<file path="src/hdl/agce_ram.sv">
// Generic single-port synchronous RAM with registered read.
module agce_ram #(
	parameter int WIDTH = 8,
	parameter int DEPTH = 16,
	localparam int AW = (DEPTH > 1) ? $clog2(DEPTH) : 1
) (
	input  logic             clk,
	input  logic             we,
	input  logic [AW-1:0]    addr,
	input  logic [WIDTH-1:0] wdata,
	output logic [WIDTH-1:0] rdata
);

	logic [WIDTH-1:0] mem [DEPTH];

	always_ff @(posedge clk) begin
		if (we) begin
			mem[addr] <= wdata;
		end
		rdata <= mem[addr];
	end

endmodule

</file>
<file path="config.mk">
export PLATFORM = sky130hd
export DESIGN_NAME = agce_ram
export DESIGN_NICKNAME = d
export VERILOG_FILES = /design/src/hdl/agce_ram.sv
export SDC_FILE = /design/constraint.sdc
export NUM_CORES = 1
export LEC_CHECK = 0
export BUFFER_PORTS_ARGS = -buffer_cell sky130_fd_sc_hd__buf_2
export CAP_MARGIN = 15
export CORE_MARGIN = 1
export CORE_UTILIZATION = 35
export DETAILED_ROUTE_END_ITERATION = 8
export SETUP_SLACK_MARGIN = 0.4
export SYNTH_ARGS = -nofsm -noshare
export SYNTH_HDL_FRONTEND = slang
export SYNTH_SLANG_ARGS = --single-unit
</file>
<file path="constraint.sdc">
create_clock -name clk -period 1.95 [get_ports clk]
set_clock_uncertainty 0.15 [all_clocks]
set_input_delay 0.2925 -clock clk [delete_from_list [all_inputs] [get_ports clk]]
set_output_delay 0.2925 -clock clk [all_outputs]
set_load 0.01 [all_outputs]
</file>
* After elaboration in Yosys (flattened, before gate mapping)
Memory sizes are Yosys's and may differ from the RTL's. A register that Yosys moved wholly into a read port is not among the register bits.
Cells that the tools add are included.
** Operators by class
- $add $sub $neg :: 0
- $mul :: 0
- Divide/modulo/power cells :: 0
- Order comparisons :: 0
- Eq/ne operators :: 0
- Shifts and indexed selects :: 0
- Muxes and demuxes :: 2
- Bitwise gates (word level) :: 0
- Reduce and logical (&&, ||, !) cells :: 0
** Operator list (count)
- $mux 1 :: 2
** Storage, ports and cells
- Bits in registers :: 0
- Latch bits :: 0
- Memory bits (writable) :: 128
- ROM bits :: 0
- Input bits :: 14
- Output and inout port bits :: 8
- Logic and storage cells :: 3
- Memories kept :: 1
** Memories
- mem :: words 16, bits a word 8, read ports 1, clocked after Yosys merged registers in 1, write ports 1, line 14 : logic [WIDTH-1:0] mem [DEPTH];

* Longest topological paths before layout
Gate-level depths: netlist (run 1).
- Word-level depth :: 2
- Gate-level depth with buffers :: 5
- Gate-level depth less buffers :: 3

* Worst setup path before layout (run 1)
OpenSTA, ideal clock, no wires.
- Kind :: in2reg
- Start :: input port addr[2]
- End :: memory mem[0][0] (enable)
- Setup time :: 0.383 ns
- Arrival time :: 1.402 ns
- Required time :: 1.417 ns
- Setup slack :: 0.014 ns
- Cell stages on the path :: 2
- Buffers on the path :: 0
- Cells stage by stage :: or3b_2 -> nor3_1
** RTL lines
- start: declaration :: line 9 : input logic [AW-1:0] addr,
- end: declaration :: line 14
No word-level cell before the write port.

==> results.md, run 1 <==
- Status: finished, final reports clean
- Vias post-DR: approximately 2400
- Post-DRT Antenna Nets: 0
- Syn_nets: approximately 240
- Cells after synthesis: 230
- Initial Util: about 36%
- CTS Root Cell: clkbuf_16
- Die height: 122.3 um
- Reg-to-reg slack, setup: around 0.42 ns
- Vias in the first global route: 2588
- Psw: 1.465 mW
- Drt via density: roughly 5.2
- Count leader, synth: edfxtp_1
- Synth Area in Compound Gates: under 10%
- Global-route wire length before repair: between 15 and 20 mm
- Pint: between 5 and 6 mW
- Nets: 284
- Clock power share: a little under half
- Synth Area in Adders: 0%
- Post-layout utilization of the core: 44.38%
- WP data arrival: ~1.7 ns
- Synthesis-stage register bit count: around 140
- Post-DP HPWL: 6.341 mm
- Count of final max-slew check failures: 0
- Top post-synthesis cells by count: 128 x edfxtp_1, 32 x mux4_2, 16 x a22oi_1
- Switching portion of total power: around a fifth
- Setup TNS: 0 ns
- Place WS: 0.01150 ns
- Critical Path Source Type: flip-flop
- Syn Area/Cell: 22.03 sq um
- Gr ovfl total: 0
- Minimum clock period: 1.530 ns
- Comb pwr share: under 10%
- Synth area leader: edfxtp_1
- TritonCTS Sinks: between 100 and 150
- I/O Pins: 22
- Clock slew at reported path FFs: 0.06 ns
- Mux cell area share after synthesis: approximately 14%
- Multi-input logic area: 0.001135 sq mm
- Hold Path Class: in -> reg
- Num rows: 43
- All-Layer GR Usage: between 10% and 20%
- Synth warn: 0
- Clk Latency, worst-skew pair: approximately 0.4 ns
- DR WL/cell: around 22 um
- Layout area overhead: 22.52%
- Max Clk Rate: 653.6 MHz
- EDFF count, synth: ~130
- Library cells used by synthesis: 18
- Die X: roughly 120 um
- Max Cap Viol: 0
- Worst vdd ir: about 0.74 mV
- Post-route DRC: 0
- Final Hold Violating Endpoints: 0
- Post-Route WL: ~10 mm
- Slew margin rel.: 48.88%
- Critical path fanouts, max: 1
- Die Area: around 0.015 sq mm
- Largest net degree at the start of global routing: 23
- Final worst-path cycle share: just under 80%
- Crit Path Category: reg -> reg
- Seq pwr share: a little under half
- FFs w/ async S/R, synth: 0%
- GP Congestion: approximately 0.73
- Fillers: about 1200
- H-tree Lvls: 4
- Setup violators final: 0
- Yosys top cell area share: about three quarters
- RSZ-0062 raised after global routing: false
- Pwr/cell area: 1113 mW/mm^2
- Initial antenna violation count: 1
- Total core area: about 0.014 sq mm
- CTS tree: yes
- Final setup margin: 0.4199 ns
- Simple-gate portion of the synthesized area: 3.210%
- Most area-consuming cells after synthesis: edfxtp_1 76%, mux4_2 14%, dfxtp_1 3.2%
- Worst-case hold slack: around 0.12 ns
- Post-Syn Area: 0.005067 sq mm
- Leakage Power: between 2 and 2.5 nW
- Synth Flop Type: edfxtp_1
- Critical path endpoint category: flip-flop
- Num CTS Buffers: 17
- PortBufs: 21
- Slew at the pin closest to its max-slew limit: around 0.77 ns
- Ratio of cells with drive above 1 in the final layout: roughly two fifths
- Largest family of logic cells by synthesized area: multiplexers
- Storage cell area: ~0.004 sq mm
- DRT Pass-1 Iters: 4
- DR iter-0 viols: 186
- Post-synthesis xor/xnor area fraction: 0%
- Seq/Total Area, Yosys: approximately four fifths
- Clk buf depth: 2
- WP data required: 2.09 ns
## sequential cells by signal, summed over array words and instances, names as in the netlist
name	cells
mem	128
rdata	8
## critical path: stages, from the launching register on
cell      delay, ns
edfxtp_1       0.36
mux4_2         0.48
a22oi_1        0.32
nand2_1        0.10
## per-stage QoR
step           cell area [sq um]  cells  power [mW]
2_1_floorplan               5210    230       3.546
3_3_place_gp                5584    431       3.685
3_5_place_dp                5584    431       3.693
4_1_cts                     6201    463       6.962
5_1_grt                     6208    464       7.107
6_report                    6208    464       6.910
## final cells by class
class | instances | area share (%)
multi-input combinational | 83 | 18.28
tap | 180 | 3.628
timing repair buffer | 32 | 3.628
clock inverter | 15 | 3.083
sequential | 136 | 64.49
antenna | 1 | 0.04031
clock buffer | 17 | 6.852
## path summary, 6_finish.rpt
path         cells after the start    endpoint       start
max                              3    rdata[6]   mem[7][6]
min                              1  mem[13][2]    wdata[2]
max reg2reg                      3    rdata[6]   mem[7][6]
min reg2reg                      3    rdata[3]  mem[15][3]
## power by group through the flow
stage               Combinational, mW  Clock (mW)  Sequential (mW)
floorplan                       0.193           0             3.35
global placement                0.338           0             3.35
detailed placement              0.343           0             3.35
CTS                             0.345        3.33             3.29
global route                    0.367        3.45             3.29
finish                          0.338        3.29             3.29
## cell usage in the layout (no fill, tap or decap), types with 3 or more instances in the layout
cell and count:
mux4_2 32, buf_12 3, a22oi_1 15, dfxtp_1 8, buf_2 21, edfxtp_1 128, nand2_1 8, buf_4 8
inv_6 4, nor2_4 12, clkbuf_16 17, nor3_2 3, bufinv_16 3, clkinv_4 7
## routing by layer
layer / routed length (um) / vias to the layer above / global-route usage (%) / share of wire [%]
li1: - / 1058 / - / -
met4: 251 / 0 / 7.317 / 2.5
met2: 4793 / 62 / 23.00 / 48
met5: 0 / - / 0 / 0
met1: 4534 / 1264 / 20.62 / 45
met3: 433 / 14 / 3.439 / 4.3
## cell families (layout without fill, tap and decap cells)
kind of cell    after synthesis  after routing
buf+inv                      11             64
flops                       136            136
compound gates               16             16
mux                          32             32
simple gates                 35             35
other cells                   0              1
## what timing repair did
action | in CTS | in global routing
gates resized for setup | 0 | 1
setup endpoints to repair | 0 | 9
setup buffers | 0 | 0
hold buffers | 0 | 0
No activity file was read; power rests on OpenSTA's default activity.
==> run 2: changes to the inputs <==
clock period = 1.26 ns   (was 1.95 ns; I/O delays follow)
==> run 2 against run 1 <==
Effect of this change: the flow now finishes with violations (negative setup slack); largest cell class unchanged; worst hold slack worse by 0.096 ns; final cell count up 6.7%; clock power up 46%; critical path type unchanged; utilization up 5.0 points; sequential share of layout area down 6.4 points; power up 54%.
==> results.md, run 2 (same netlist as run 1, synthesis figures left out) <==
- CTS tree: yes
- Critical path endpoint category: flip-flop
- Critical-path cell list: mux4_2 -> a22oi_2 -> nand2_1
- Global-route wire length before repair: around 16 mm
- Leakage Power: roughly 2.3 nW
- CP max-delay cell: mux4_2
- Num rows: 43
- Biggest regs: mem x128, rdata x8
- Clk buf depth: 2
- Crit Path Category: reg -> reg
- Final Hold Violating Endpoints: 0
- Vias in the first global route: 2697
- RSZ-0062 raised after global routing: true
- PortBufs: 21
- DR iter-0 viols: between 150 and 200
- Hold Path Class: in -> reg
- Clock slew at reported path FFs: approximately 0.060 ns
- Place WS: -0.6002 ns
- Reg-to-reg slack, setup: -0.19 ns
- DR WL/cell: 21.92 um
- Ratio of cells with drive above 1 in the final layout: roughly half
- Setup violators final: 8
- Biggest register: mem
- Vias post-DR: 2479
- Worst hold stages: 1
- Nets: approximately 320
- Diode count: 0
- Final worst-path cycle share: 115.0%
- Fillers: 1116
- Count of final max-slew check failures: 0
- Post-layout utilization of the core: roughly half
- Total core area: between 0.01 and 0.015 sq mm
- Leading cell type in the layout, fill and taps excluded: edfxtp_1
- Most frequent cells in the layout: 128 x edfxtp_1, 32 x mux4_2, 24 x buf_12
- Hold Path End: mem[15][1]
- Total power: 10.63 mW
- CP peak stage delay: around 0.47 ns
- Pwr/cell area: about 1500 mW/mm^2
- Final setup margin: -0.1886 ns
- WP data arrival: roughly 1.6 ns
- Status: finished with violations
- Post-DRT Antenna Nets: 0
- FF-to-FF path depth: 3
- Hold_sp: wdata[1]
- Die height: 122.3 um
- GP Congestion: ~0.73
- Initial Util: 36.23%
- TritonCTS Sinks: approximately 140
- Slew margin rel.: roughly a third
- Max Cap Viol: 0
- I/O Pins: 22
- Slew at the pin closest to its max-slew limit: around 1 ns
- Clk Latency, worst-skew pair: between 0.4 and 0.5 ns
- CTS Root Cell: clkbuf_16
- Die X: 122.3 um
- Largest net degree at the start of global routing: 18
- Num CTS Buffers: 17
- Drt via density: about 5.0
- All-Layer GR Usage: between 10% and 20%
- Critical path fanouts, max: 1
- Post-Route WL: 10.85 mm
- DRT Pass-1 Iters: 4
- Initial antenna violation count: 0
- Layout area overhead: 36.27%
- Critical Path Source Type: flip-flop
- Post-route DRC: 0
- Number of flip-flops under the largest register name: roughly 130
- Gr ovfl total: 0
- Worst vdd ir: between 1 and 1.5 mV
- Post-DP HPWL: between 6 and 7 mm
- Minimum clock period: around 1.4 ns
- Max Clk Rate: 690.3 MHz
- WP data required: between 1 and 1.5 ns
- R2r startpoint: mem[1][0]
- FF-to-FF End: rdata[0]
- Failing checks: negative setup slack
- H-tree Lvls: 4
- Die Area: about 0.015 sq mm
- CP Launch Point: mem[1][0]
-- run 2: through the flow --
stage	cells	TNS [ns]	instance area, sq um	hold WS, ns
final	495	-1.289	6905	0.01970
after global routing	495	-1.684	6905	0.01597
after CTS	492	-1.442	6830	0.01218
after detailed placement	453	-46.09	5997	0.4350
after global placement	453	-45.11	5997	0.4358
after floorplan	230	-7.180	5300	0.1379
-- run 2: what timing repair did --
item,4_1_cts,5_1_grt
hold endpoints to repair,0,0
setup endpoints to repair,144,144
gates resized for setup,42,9
buffers inserted,6,3
hold buffers,0,0
pin swaps,12,12
gates cloned,1,0
-- run 2: final cells by class --
cell class	instances	area (sq um)	share of cell area, %
clock inverters	15	151.4	2.192
multi-input cells	83	1230	17.81
flip-flops and latches	136	4014	58.13
well taps	180	225.2	3.261
repair buffers	64	859.6	12.45
clock buffers	17	425.4	6.161
-- run 2: critical path, delay by kind of cell (launching register included) --
kind	cells	cell delay (ns)
AND/OR/NAND/NOR	1	0.08
AO/OA/AOI/OAI	1	0.25
multiplexers	1	0.47
flip-flops	1	0.37
-- run 2: worst max-delay path by stage --
stage | end | slack, ns | depth (start not counted)
after floorplan | mem[0][0] | -0.21 | 2
after CTS | rdata[4] | -0.20 | 3
after detailed placement | rdata[7] | -0.60 | 6
after global routing | rdata[7] | -0.24 | 3
after global placement | rdata[7] | -0.56 | 6
final | rdata[0] | -0.19 | 3
-- run 2: report_power, final --
group          switching, mW  leakage [nW]  internal [mW]
Sequential            0.0377          1.22           5.06
Combinational          0.362         0.776          0.371
Clock                   1.89         0.270           2.91
-- run 2: metal layers --
| metal | vias to the layer above | wire length, um | share of wire [%] | track usage, % |
|---|---|---|---|---|
| met1 | 1315 | 4750 | 44 | 21.09 |
| met4 | 0 | 144 | 1.3 | 5.030 |
| met3 | 10 | 494 | 4.6 | 5.158 |
| li1 | 1105 | - | - | - |
| met5 | - | 0 | 0 | 0 |
| met2 | 49 | 5459 | 50 | 25.46 |
==> run 3: changes to the inputs <==
clock period = 1.75 ns   (was 1.26 ns; I/O delays follow)
==> run 3 against run 2 <==
Effect of this change: fmax up 0.71%; die area did not move; global-route usage decreased by 0.77 points; setup slack better by 0.50 ns; critical path type unchanged; critical path depth is the same; first-iteration DRC count increased by 18%; final cell count fell by 1.8%; sequential share of layout area up 2.2 points; register-to-register slack better by 0.50 ns; sequential cell count stayed put; non-clock buffer count shrank 9; combinational power fell by 38%; the run now ends clean.
==> results.md, run 3 (same netlist as run 1, synthesis figures left out) <==
- Storage cell area: ~0.004 sq mm
- Slew at the pin closest to its max-slew limit: around 1.0 ns
- CP Capture Point: rdata[7]
- Biggest regs: mem x128, rdata x8
- Max Clk Rate: between 600 and 700 MHz
- DRT Pass-1 Iters: 4
- Place WS: -0.1834 ns
- All-Layer GR Usage: 15.33%
- Critical Path Source Type: flip-flop
- Crit Path Category: reg -> reg
- Reg-to-reg slack, setup: 0.31 ns
- Minimum clock period: about 1.4 ns
- I/O Pins: 22
- Ratio of cells with drive above 1 in the final layout: between 40% and 50%
- Placed instance area: 0.005966 sq mm
- Status: finished, final reports clean
- DR WL/cell: about 21 um
- Die Area: between 0.01 and 0.015 sq mm
- Count of final max-slew check failures: 0
- Post-DP HPWL: roughly 6.5 mm
- Number of flip-flops under the largest register name: 128
- Final worst-path cycle share: slightly above 80%
- CP Launch Point: mem[3][7]
- Num rows: 43
- Post-Route WL: around 10 mm
- FF-to-FF End: rdata[7]
- Critical path fanouts, max: 1
- Met2 GRT Util: 25.98%
- TritonCTS Sinks: 136
- Leading cell type in the layout, fill and taps excluded: edfxtp_1
- Worst vdd ir: just under 0.6 mV
- Post-route DRC: 0
- M1 GR Usage: between 15 and 20%
- Psw: roughly 1.5 mW
- RSZ-0062 raised after global routing: true
- WP data required: around 1.9 ns
- Switching portion of total power: ~20%
- Post-layout instance area: ~0.0066 sq mm
- Clk buf depth: 2
- Leakage Power: about 2.2 nW
- Vias in the first global route: roughly 2600
- Total power: between 7 and 8 mW
- Die height: 122.3 um
- WP data arrival: roughly 1.6 ns
- Die X: roughly 120 um
- Setup violators final: 0
- Hold Path Class: in -> reg
- H-tree Lvls: 4
- Nets: between 300 and 400
- Pint: 6.002 mW
- Seq pwr share: 49.0%
- Most frequent cells in the layout: 128 x edfxtp_1, 32 x mux4_2, 21 x buf_2, 21 x buf_12, 17 x clkbuf_16
- Comb pwr share: 6.0%
- PortBufs: 21
- Worst-case hold slack: 0.08267 ns
- Clock power share: 45.0%
- M3 GR Usage: under 10%
- Final setup margin: between 0.3 and 0.4 ns
- CTS tree: yes
- CTS Root Cell: clkbuf_16
- Pwr/cell area: 1127 mW/mm^2
- GP Congestion: ~0.73
- Layout area overhead: 31.11%
- Post-layout utilization of the core: 47.50%
- Biggest register: mem
- Num CTS Buffers: 17
- R2r startpoint: mem[3][7]
- Max Cap Viol: 0
- Clock slew at reported path FFs: roughly 0.06 ns
- FF-to-FF path depth: 3
- Largest net degree at the start of global routing: 18
- Gr ovfl total: 0
- Final Hold Violating Endpoints: 0
- Drt via density: 4.990
- Clk Latency, worst-skew pair: 0.41 ns
- Fillers: between 1000 and 1500
- Diode count: 0
- Critical path endpoint category: flip-flop
- Post-CTS Hold Buffers: 0
- Initial Util: 36.23%
- Post-DRT Antenna Nets: 0
- DR iter-0 viols: roughly 230
- Vias post-DR: 2425
- Slew margin rel.: ~32%
- Multi-input logic area: around 0.0012 sq mm
- Total core area: 0.01399 sq mm
- Global-route wire length before repair: between 15 and 20 mm
- Hold_sp: wdata[5]
- Initial antenna violation count: 0
- Busiest grt layer: met2
## run 3: cell types whose count changed in the layout (fill, tap and decap cells not counted), moves of 2 or more
cell	previous run	this run
clkbuf_1	0	3
inv_6	3	0
buf_4	6	13
clkbuf_8	0	2
a22oi_1	7	5
buf_2	11	21
a22oi_2	9	11
dfxtp_1	2	7
buf_12	24	21
buf_6	21	0
dfxtp_2	5	1
clkinvlp_4	5	2
## run 3: worst min-delay path by stage
stage                       endpoint  slack (ns)  depth (start not counted)
after floorplan            mem[0][0]        0.21                          0
final                     mem[14][5]        0.08                          1
after global routing      mem[14][5]        0.08                          1
after CTS                 mem[14][5]        0.07                          1
after global placement    mem[12][5]        0.50                          1
after detailed placement    rdata[0]        0.51                          1
## run 3: layer usage
| layer | vias up | share of wire [%] |
|---|---|---|
| met1 | 1276 | 43 |
| met5 | - | 0 |
| met3 | 8 | 2.9 |
| met2 | 47 | 53 |
| met4 | 0 | 1.5 |
| li1 | 1094 | - |
## run 3: stage by stage
stage / TNS, ns / cells
finish: 0 / 486
global route: 0 / 486
CTS: 0 / 486
detailed placement: -0.4125 / 450
global placement: -0.2526 / 450
floorplan: 0 / 230
## run 3: layout make-up
cell class	count	share of cell area (%)
Clock buffer	22	6.987
Timing Repair Buffer	55	9.379
Multi-Input combinational cell	83	18.42
Tap cell	180	3.390
Clock inverter	10	1.544
Sequential cell	136	60.28
## run 3: critical path, cell delays in order (launching register included)
cell	delay, ns
edfxtp_1	0.36
mux4_2	0.48
a22oi_2	0.24
nand2_1	0.08
## run 3: power groups by stage
| stage | clock (mW) | sequential, mW | combinational (mW) |
|---|---|---|---|
| detailed placement | 0 | 3.73 | 0.426 |
| finish | 3.37 | 3.67 | 0.451 |
| global route | 3.56 | 3.67 | 0.486 |
| CTS | 3.42 | 3.67 | 0.456 |
| floorplan | 0 | 3.74 | 0.234 |
| global placement | 0 | 3.73 | 0.417 |
## run 3: repair_timing
| item | 4_1_cts | 5_1_grt |
|---|---|---|
| resized for setup | 10 | 2 |
| setup buffers | 4 | 0 |
| pin swaps | 12 | 5 |
| hold endpoints to repair | 0 | 0 |
| endpoints found under the setup margin | 9 | 32 |
